$ cat src/hdl/tlba_pkg.sv
// Shared types and constants for the tank level bar and alarm block.
`default_nettype none

package tlba_pkg;

    localparam int SEG_COUNT = 8;
    localparam int LEVEL_W = 10;
    localparam int LEVEL_FULL = 1000;
    localparam int CNT_W = $clog2(SEG_COUNT + 1);
    localparam int SCALE_W = $clog2(((2 ** LEVEL_W) - 1) * SEG_COUNT + 1);

    localparam logic [1:0] MODE_SAMPLE = 2'd0;
    localparam logic [1:0] MODE_ACK = 2'd1;
    localparam logic [1:0] MODE_COLLECT = 2'd2;
    localparam logic [1:0] MODE_STARTUP = 2'd3;

    localparam logic [1:0] ALARM_NOT_REQ = 2'd0;
    localparam logic [1:0] ALARM_STARTED = 2'd1;
    localparam logic [1:0] ALARM_FINISHED = 2'd2;

    typedef struct packed {
        logic [1:0]         mode;
        logic [LEVEL_W-1:0] level_tenths;
    } t_in_item;

    typedef struct packed {
        logic [SEG_COUNT-1:0] segments;
        logic [CNT_W-1:0]     level_count;
        logic [1:0]           alarm_state;
        logic                 start_alarm_pending;
        logic                 stop_alarm_pending;
        logic                 beep_pending;
        logic                 persist_write;
        logic [1:0]           persist_value;
    } t_out_item;

endpackage

`default_nettype wire

$ cat src/hdl/tank_level_bar_alarm.sv
// Top level of the tank level bar and alarm block.
//
// Channel   Direction  Handshake            Payload
// in        input      i_in_valid/o_in_stall   i_in_item (t_in_item)
// out       output     o_out_valid/i_out_stall o_out_item (t_out_item)
// cfg       input      i_cfg_valid/o_cfg_ready i_cfg_data (saved alarm state)
//
// One item is accepted per cycle unless o_in_stall is high; it is captured in the input
// register, and its result is then captured in the result register before it leaves.
// Reset is synchronous and clears the bar, the count, the alarm state and all flags.
// A stalled result holds the pipeline, and the input stalls only while both registers
// are full and the output is stalled.
`default_nettype none

module tank_level_bar_alarm (
    input  wire logic                i_clk,
    input  wire logic                i_rst_n,
    input  wire logic                i_in_valid,
    output logic                     o_in_stall,
    input  wire tlba_pkg::t_in_item  i_in_item,
    output logic                     o_out_valid,
    input  wire logic                i_out_stall,
    output tlba_pkg::t_out_item      o_out_item,
    input  wire logic                i_cfg_valid,
    output logic                     o_cfg_ready,
    input  wire logic [1:0]          i_cfg_data
);
    import tlba_pkg::*;

    logic       r_in_valid;
    t_in_item   r_in_item;
    logic       r_out_valid;
    logic [1:0] r_saved;
    logic       w_advance;
    logic       w_in_take;

    assign w_advance = r_in_valid && (!r_out_valid || !i_out_stall);
    assign o_in_stall = r_in_valid && r_out_valid && i_out_stall;
    assign w_in_take = i_in_valid && !o_in_stall;
    assign o_cfg_ready = 1'b1;
    assign o_out_valid = r_out_valid;

    always_ff @(posedge i_clk) begin
        if (!i_rst_n) begin
            r_in_valid <= 1'b0;
            r_out_valid <= 1'b0;
            r_saved <= ALARM_NOT_REQ;
        end else begin
            if (w_in_take) begin
                r_in_valid <= 1'b1;
            end else if (w_advance) begin
                r_in_valid <= 1'b0;
            end
            if (w_advance) begin
                r_out_valid <= 1'b1;
            end else if (!i_out_stall) begin
                r_out_valid <= 1'b0;
            end
            if (i_cfg_valid && o_cfg_ready) begin
                r_saved <= i_cfg_data;
            end
        end
        if (w_in_take) begin
            r_in_item <= i_in_item;
        end
    end

    tlba_ctrl u_ctrl (
        .i_clk    (i_clk),
        .i_rst_n  (i_rst_n),
        .i_load   (w_advance),
        .i_item   (r_in_item),
        .i_saved  (r_saved),
        .o_result (o_out_item)
    );

`ifndef SYNTHESIS
    a_persist_not_started: assert property (@(posedge i_clk) disable iff (!i_rst_n)
        (o_out_valid && o_out_item.persist_write) |->
        (o_out_item.alarm_state != ALARM_STARTED &&
         o_out_item.persist_value == o_out_item.alarm_state))
        else $error("Persistence write reports a started or mismatched alarm state.");

    a_persist_idle_zero: assert property (@(posedge i_clk) disable iff (!i_rst_n)
        (o_out_valid && !o_out_item.persist_write) |->
        (o_out_item.persist_value == ALARM_NOT_REQ))
        else $error("Persistence value is not zero without a write.");

    a_count_range: assert property (@(posedge i_clk) disable iff (!i_rst_n)
        o_out_valid |-> (o_out_item.level_count <= CNT_W'(SEG_COUNT)))
        else $error("Level count exceeds the segment count.");
`endif

endmodule

`default_nettype wire

$ cat src/hdl/tlba_bar.sv
// Bar segment hysteresis update and lit segment count.
`default_nettype none

module tlba_bar (
    input  wire logic [tlba_pkg::SEG_COUNT-1:0] i_seg,
    input  wire logic [tlba_pkg::LEVEL_W-1:0]   i_level,
    output logic      [tlba_pkg::SEG_COUNT-1:0] o_seg,
    output logic      [tlba_pkg::CNT_W-1:0]     o_count
);
    import tlba_pkg::*;

    logic [SCALE_W-1:0] w_scaled;

    assign w_scaled = SCALE_W'(i_level) * SCALE_W'(SEG_COUNT);

    always_comb begin
        for (int i = 0; i < SEG_COUNT; i++) begin
            if (w_scaled >= SCALE_W'((i + 1) * LEVEL_FULL)) begin
                o_seg[i] = 1'b1;
            end else if (w_scaled <= SCALE_W'(i * LEVEL_FULL)) begin
                o_seg[i] = 1'b0;
            end else begin
                o_seg[i] = i_seg[i];
            end
        end
    end

    always_comb begin
        o_count = '0;
        for (int i = 0; i < SEG_COUNT; i++) begin
            o_count = o_count + CNT_W'(o_seg[i]);
        end
    end

endmodule

`default_nettype wire

$ cat src/hdl/tlba_ctrl.sv
// Alarm state machine, sticky flags, bar state and the result register.
`default_nettype none

module tlba_ctrl (
    input  wire logic                i_clk,
    input  wire logic                i_rst_n,
    input  wire logic                i_load,
    input  wire tlba_pkg::t_in_item  i_item,
    input  wire logic [1:0]          i_saved,
    output tlba_pkg::t_out_item      o_result
);
    import tlba_pkg::*;

    typedef enum logic [1:0] {
        S_NOT_REQ  = ALARM_NOT_REQ,
        S_STARTED  = ALARM_STARTED,
        S_FINISHED = ALARM_FINISHED
    } t_alarm;

    t_alarm               r_alarm, n_alarm;
    logic [SEG_COUNT-1:0] r_seg, n_seg;
    logic [CNT_W-1:0]     r_prev, n_prev;
    logic                 r_start, n_start;
    logic                 r_stop, n_stop;
    logic                 r_beep, n_beep;
    t_out_item            r_result, n_result;

    logic [SEG_COUNT-1:0] w_base;
    logic [SEG_COUNT-1:0] w_bar_seg;
    logic [CNT_W-1:0]     w_bar_count;
    logic                 w_pw;

    always_comb begin
        if (i_item.mode == MODE_STARTUP) begin
            w_base = '0;
        end else if (r_alarm != S_NOT_REQ) begin
            w_base = r_seg & {{(SEG_COUNT-1){1'b1}}, 1'b0};
        end else begin
            w_base = r_seg;
        end
    end

    tlba_bar u_bar (
        .i_seg   (w_base),
        .i_level (i_item.level_tenths),
        .o_seg   (w_bar_seg),
        .o_count (w_bar_count)
    );

    always_comb begin
        n_alarm = r_alarm;
        n_seg = r_seg;
        n_prev = r_prev;
        n_start = r_start;
        n_stop = r_stop;
        n_beep = r_beep;
        w_pw = 1'b0;
        case (i_item.mode)
            MODE_SAMPLE: begin
                if (w_bar_count == CNT_W'(SEG_COUNT) || w_bar_count == '0) begin
                    if (r_alarm == S_NOT_REQ) begin
                        n_start = 1'b1;
                        n_alarm = S_STARTED;
                    end
                end else begin
                    if (r_alarm == S_STARTED) begin
                        n_stop = 1'b1;
                    end
                    n_alarm = S_NOT_REQ;
                    if (r_prev != w_bar_count) begin
                        n_beep = 1'b1;
                    end
                end
                w_pw = (n_alarm != r_alarm) && (n_alarm != S_STARTED);
                n_seg = w_bar_seg;
                if (n_alarm == S_STARTED) begin
                    n_seg[0] = 1'b1;
                end
                n_prev = w_bar_count;
            end
            MODE_ACK: begin
                n_alarm = S_FINISHED;
            end
            MODE_COLLECT: begin
                n_start = 1'b0;
                n_stop = 1'b0;
                n_beep = 1'b0;
            end
            default: begin
                n_seg = w_bar_seg;
                n_prev = w_bar_count;
                case (i_saved)
                    ALARM_STARTED:  n_alarm = S_STARTED;
                    ALARM_FINISHED: n_alarm = S_FINISHED;
                    default:        n_alarm = S_NOT_REQ;
                endcase
            end
        endcase

        n_result.segments = n_seg;
        n_result.level_count = n_prev;
        n_result.alarm_state = n_alarm;
        n_result.persist_write = w_pw;
        n_result.persist_value = w_pw ? n_alarm : ALARM_NOT_REQ;
        if (i_item.mode == MODE_COLLECT) begin
            n_result.start_alarm_pending = r_start;
            n_result.stop_alarm_pending = r_stop;
            n_result.beep_pending = r_beep;
        end else begin
            n_result.start_alarm_pending = n_start;
            n_result.stop_alarm_pending = n_stop;
            n_result.beep_pending = n_beep;
        end
    end

    always_ff @(posedge i_clk) begin
        if (!i_rst_n) begin
            r_alarm <= S_NOT_REQ;
            r_seg <= '0;
            r_prev <= '0;
            r_start <= 1'b0;
            r_stop <= 1'b0;
            r_beep <= 1'b0;
        end else if (i_load) begin
            r_alarm <= n_alarm;
            r_seg <= n_seg;
            r_prev <= n_prev;
            r_start <= n_start;
            r_stop <= n_stop;
            r_beep <= n_beep;
        end
        if (i_load) begin
            r_result <= n_result;
        end
    end

    assign o_result = r_result;

endmodule

`default_nettype wire
$ cat config.mk
export PLATFORM = sky130hd
export DESIGN_NAME = tank_level_bar_alarm
export DESIGN_NICKNAME = d
export VERILOG_FILES = /design/src/hdl/tlba_pkg.sv /design/src/hdl/tank_level_bar_alarm.sv /design/src/hdl/tlba_bar.sv /design/src/hdl/tlba_ctrl.sv
export SDC_FILE = /design/constraint.sdc
export NUM_CORES = 1
export LEC_CHECK = 0
export ABC_CLOCK_PERIOD_IN_PS = 7900
export BUFFER_PORTS_ARGS = -buffer_cell sky130_fd_sc_hd__buf_2
export CAP_MARGIN = 20
export CORE_UTILIZATION = 36
export DETAILED_ROUTE_END_ITERATION = 12
export PLACE_DENSITY = 0.6
export SLEW_MARGIN = 20
export SYNTH_ARGS = -nofsm -noshare
export SYNTH_HDL_FRONTEND = slang
export SYNTH_SLANG_ARGS = --single-unit
$ cat constraint.sdc
create_clock -name i_clk -period 7.9 [get_ports i_clk]
set_clock_uncertainty 0.15 [all_clocks]
set_input_delay 0.79 -clock i_clk [delete_from_list [all_inputs] [get_ports i_clk]]
set_output_delay 0.79 -clock i_clk [all_outputs]
set_load 0.005 [all_outputs]
# Word-level counts from Yosys, hierarchy flattened
# Index checks and enable logic that the tools add are counted.
# totals
ff_bits	53
in_bits	19
output_inout_bits	23
wordCells	111
# op_classes
n_addsub	7
magnitude_cmp	16
eq_ne	12
mux	41
n_reduce_logical	16
# ops
operator	count
greater-or-equal comparator 13 bit, second input constant	4
<= comparator 13 bit, second input constant	3
two-way mux 1 bit	29
greater-or-equal comparator 13 x 12 -> 1 bit, second input constant	2
<= comparator 13 x 12 -> 1 bit, second input constant	2
adder 4 x 1 -> 4 bit	4
one-hot mux 8 bit (2 select lines)	1
greater-or-equal comparator 13 x 10 -> 1 bit, second input constant	1
greater-or-equal comparator 13 x 11 -> 1 bit, second input constant	1
<= comparator 13 x 1 -> 1 bit, second input constant	1
<= comparator 13 x 10 -> 1 bit, second input constant	1
<= comparator 13 x 11 -> 1 bit, second input constant	1
equality test 2 x 1 -> 1 bit, second input constant	4
two-way mux 8 bit	1
equality test 2 bit, second input constant	3
two-way mux 2 bit	3
one-hot mux 1 bit (2 select lines)	3
one-hot mux 2 bit (3 select lines)	1
logical AND 1 bit	5
adder 3 x 1 -> 4 bit	1
equality test 4 bit, second input constant	1
zero test 2 bit	2
zero test 4 bit	1
two-way mux 4 bit	1
other kinds (11)	16

# Longest topological paths before layout
# depth
word_depth	19
ltp_mapped	17

# Modules after synthesis
# Synthesis repeated with hierarchy kept, for this count alone.
# unflattened
hier_cells	263
area_unflattened_um2	2786.4
# by_module_without_submodules
module	instances	cells_each	area_per_inst_um2
tlba_ctrl	1	156	1707.9
tlba_bar	1	79	550.5
tank_level_bar_alarm	1	28	528.0

# Worst setup path after synthesis
# Ideal clock, no wire load.
# synth_timing
kind	register to register
start	register r_in_item[8] (netlist name)
end	register u_ctrl.r_result, in the netlist u_ctrl.o_result[12] (data pin)
setup_ns	0.263
arrival_ns	4.456
required_time_ns	7.487
path_slack_ns	3.031
stages_incl_launch_ff	17
cell_sequence	edfxtp_1 > clkbuf_1 > nor3_1 > nor3b_1 > a211oi_1 > fa_1 > fa_1 > inv_1 > fa_1 > ha_1 > inv_1 > fa_1 > nor2b_1 > clkbuf_1 > a32o_1 > a211oi_1 > nor2_1
# synth_rtl
item	line	text
start, declared	tank_level_bar_alarm.sv:31	t_in_item r_in_item;
start signal, assigned	tank_level_bar_alarm.sv:64	r_in_item <= i_in_item;
end signal, assigned	tlba_ctrl.sv:133	r_result <= n_result;
end, declared	tlba_ctrl.sv:26	t_out_item r_result, n_result;

# Final worst setup path
# layout_timing
start	register r_in_item[10] (netlist name)
end	register u_ctrl.r_result, in the netlist u_ctrl.o_result[0] (data pin)
# layout_rtl
item	line	text
equality test 2 bit	tlba_ctrl.sv:34	if (i_item.mode == MODE_STARTUP) begin
two-way mux 8 bit	tlba_ctrl.sv:34	
two-way mux 1 bit	tlba_bar.sv:20	end else if (w_scaled <= SCALE_W'(i * LEVEL_FULL)) begin
two-way mux 1 bit	tlba_bar.sv:18	if (w_scaled >= SCALE_W'((i + 1) * LEVEL_FULL)) begin
adder 1 x 1 -> 2 bit	tlba_bar.sv:31	o_count = o_count + CNT_W'(o_seg[i]);
adder 2 x 1 -> 3 bit	tlba_bar.sv:31	
adder 3 x 1 -> 4 bit	tlba_bar.sv:31	
adder 4 x 1 -> 4 bit (4 in a row)	tlba_bar.sv:31	
equality test 4 bit / zero test 4 bit (equally long branches)	tlba_ctrl.sv:60	if (w_bar_count == CNT_W'(SEG_COUNT) || w_bar_count == '0) begin
logical OR 1 bit	tlba_ctrl.sv:60	
two-way mux 2 bit	tlba_ctrl.sv:60	
two-way mux 2 bit	tlba_ctrl.sv:58	case (i_item.mode)
one-hot mux 2 bit (3 select lines) *	tlba_ctrl.sv:58	
via u_ctrl.n_alarm[0]	tlba_ctrl.sv:20	t_alarm r_alarm, n_alarm;
# The timed path passes the listed nets; every way through them passes the cells marked *. The select of a mux whose other input is x is not followed.
# A chain may end at the register's enable or synchronous reset.

==> out/metrics.cfg <==
[timing]
period_share_pct=69.4
drv_slew=0
hold_viol=0
maxClockFrequency_mhz=182
relSlewSlack_pct=31.0
tns_ns=0
layout_min_cycle_time_ns=5.48
worst_pin_slew_ns=1.03
setup_viol=0
rsz0062_at_grt=no

[global_route]
met2_usage_pct=21.3
top_usage_layer=met1
grt-ovfl-total=0
antenna_found_initial=0
grt_max_degree=36
met3_usage_pct=3.52
grt_use_met1_pct=21.4
grtUsageTotal_pct=14.8
grt_pass1_wl_mm=9.66
grt_pass1_vias=1977

[synth]
synth_edf_count=32
yosysTopAreaCellShare_pct=33.3
synth_top_area_cell=edfxtp_1
synth_warnings=0
synth_area_per_cell_um2=10.0
synth_cell_type_count=59
ys_seq_elements=53
async_flop_share_pct=0
ys.flop_type=edfxtp_1
synth_nets=318
synthCells=288
yosys-top-cells-area=edfxtp_1 33%, dfxtp_1 15%, nand2_1 4.3%
syn_area_um2=2890
ys_seq_area_share_pct=47.8

[power_and_ir_drop]
swShare_pct=29.1
leakagePower_nw=1.23
power_w=0.000630
peakVddDrop_v=0.0000828
pwr-share-clk_pct=26.6
p_comb_share_pct=21.8
powerDensity_nw_per_um2=196
intPower_w=0.000447
seq_power_share_pct=51.6
switching_power_w=0.000183

[cells_and_area]
syn_to_final_growth_pct=11.4
fin_util_pct=41.7
mostFrequentLayoutCells=40 x buf_2, 33 x nand2_1, 32 x edfxtp_1
mostFrequentLayoutCell=buf_2
drive_gt1_share_pct=18.3
final_cells=419
layout.nets=346
n_antenna_cell=0

[die]
num_rows=32
core-area_um2=7730
die_x_um=91.6
die_h_um=91.6
boundaryPins=42
start_util_pct=37.4
design.die.area_um2=8390

[worst_setup_path]
cp-end-kind=flop
r2r_setup_slack_ns=2.42
reg2regPathDepth=15
critPathLaunch=r_in_item[10]$_DFFE_PP_
cp_cell_sequence=ha_1 -> inv_1 -> and3_1 -> a31oi_1 -> fa_1 -> fa_1 -> inv_1 -> fa_1 -> ha_1 -> inv_1 -> fa_1 -> nor2b_1 -> a31oi_2 -> o31ai_2 -> nor2b_1
criticalPathCategory=flop to flop
rr_startpoint=r_in_item[10]$_DFFE_PP_
cp-endpoint=u_ctrl.o_result[0]$_SDFFCE_PN0P_
crit_path_max_fanout=14
slowest_delay_ns=0.54
cp.required_ns=7.93
cp.arrival_ns=5.51
worstSetupStartpointType=flop
crit_slowest_cell=fa_1
r2r-end=u_ctrl.o_result[0]$_SDFFCE_PN0P_
crit_top_cell=fa_1

[placed_design]
io_buffer_count=40
dpl.hpwl_mm=4.30
gp_congestion=0.853
dp_cells=411

[routing]
via_count=2223
wl_per_cell_um=14.1
ant_nets=0
dr.first_iter.drc_count=130
drtPass1Iterations=6
via_per_inst=5.31
drc_errors=0
routed_wl_mm=5.92

[clocking]
cts_setup_buffers=0
holdBufCountCts=0
cts_tree=done
clk_path_buf_depth=2
cts_buffers=5
cts_resized=0
clock_latency_ns=0.31
cts_root_buf=clkbuf_8
path_clk_slew_ns=0.09
h-tree-depth=2
cts.sinks=53

[status]
status=complete, no violations

[run]
cap_violations=0

[worst_hold_path]
hold_path_class=flop to flop
hp-start=u_ctrl.r_stop$_SDFFE_PN0P_

[kinds of logic (layout without fill, tap and decap cells)]
| logic type | count (synthesis) | count (layout) | share of synthesized area (%) |
|---|---|---|---|
| other cells | 1 | 1 | 0.130 |
| mux | 4 | 4 | 1.43 |
| xor+xnor | 4 | 4 | 1.47 |
| buf+inv | 40 | 69 | 6.28 |
| simple gates | 101 | 101 | 19.0 |
| fa+ha+maj | 11 | 11 | 5.80 |
| compound gates | 74 | 74 | 18.1 |
| flops | 53 | 53 | 47.8 |
[routing by layer]
metal | vias to the layer above | wire length [µm]
met5 | - | 0
met4 | 0 | 78
met3 | 6 | 471
met2 | 84 | 2580
met1 | 1029 | 2790
li1 | 1104 | -
[power groups by stage]
stage	combinational [W]	sequential, W	clock, W
after detailed placement	0.000137	0.000331	0
after CTS	0.000138	0.000325	0.000176
final	0.000138	0.000325	0.000167
after global routing	0.000152	0.000328	0.000184
after floorplan	0.000109	0.000325	0
after global placement	0.000135	0.000331	0
[state kept, by name (all words and copies together), names as in the netlist]
register and cells:
u_ctrl.o_result 20, r_in_item 12, u_ctrl.r_seg 8, u_ctrl.r_prev 4, r_saved 2, u_ctrl.r_alarm 2
o_out_valid 1, r_in_valid 1, u_ctrl.r_beep 1, u_ctrl.r_start 1, u_ctrl.r_stop 1
[critical path: cells and delay by family (launching register included)]
kind / cells / cell delay (ns)
buffers and inverters: 3 / 0.32
and+or+nand+nor: 3 / 0.94
adders and majority gates: 6 / 2.76
AOI/OAI and AO/OA: 3 / 0.78
DFF: 1 / 0.39
[through the flow]
stage / worst slack [ns] / instance area (µm²) / hold WS [ns]
2_1_floorplan: 3.03 / 2890 / 0.289
3_3_place_gp: 2.68 / 3120 / 0.316
3_5_place_dp: 2.45 / 3120 / 0.320
4_1_cts: 2.40 / 3220 / 0.341
5_1_grt: 2.03 / 3220 / 0.377
6_report: 2.42 / 3220 / 0.338
[final cells by class]
cell class	count	area [µm²]
clock buffers	7	97.6
clock inverters	1	3.75
fillers	763	4510
inverters	20	75.1
multi-input cells	195	1330
flip-flops and latches	53	1380
well taps	102	128
repair buffers	41	208
[worst min-delay path by stage]
stage / to / cells after the start
after floorplan: u_ctrl.r_seg[3]$_SDFFE_PN0P_ / 2
after global placement: u_ctrl.r_seg[3]$_SDFFE_PN0P_ / 2
after detailed placement: u_ctrl.r_seg[3]$_SDFFE_PN0P_ / 2
after CTS: u_ctrl.r_stop$_SDFFE_PN0P_ / 2
after global routing: u_ctrl.r_stop$_SDFFE_PN0P_ / 2
final: u_ctrl.r_stop$_SDFFE_PN0P_ / 2
[synth_stat cells, types with 3 or more instances]
library cell   n
nor2_1        12
fa_1           4
buf_2          7
nand4_1        6
a211oi_1       3
mux2i_1        3
nand3_1        9
and3_1         4
buf_4          6
edfxtp_1      32
nor3_1         3
clkbuf_1       7
o21ai_0       23
ha_1           7
inv_1         20
dfxtp_1       21
o21a_1         3
nor3b_1        5
a41oi_1        4
o211ai_1       3
nand2_1       33
nor2b_1        9
a21boi_0       4
a31oi_1        6
and4b_1        3
nand4b_1       3
a21oi_1        6
No activity file was read; power rests on OpenSTA's default activity.
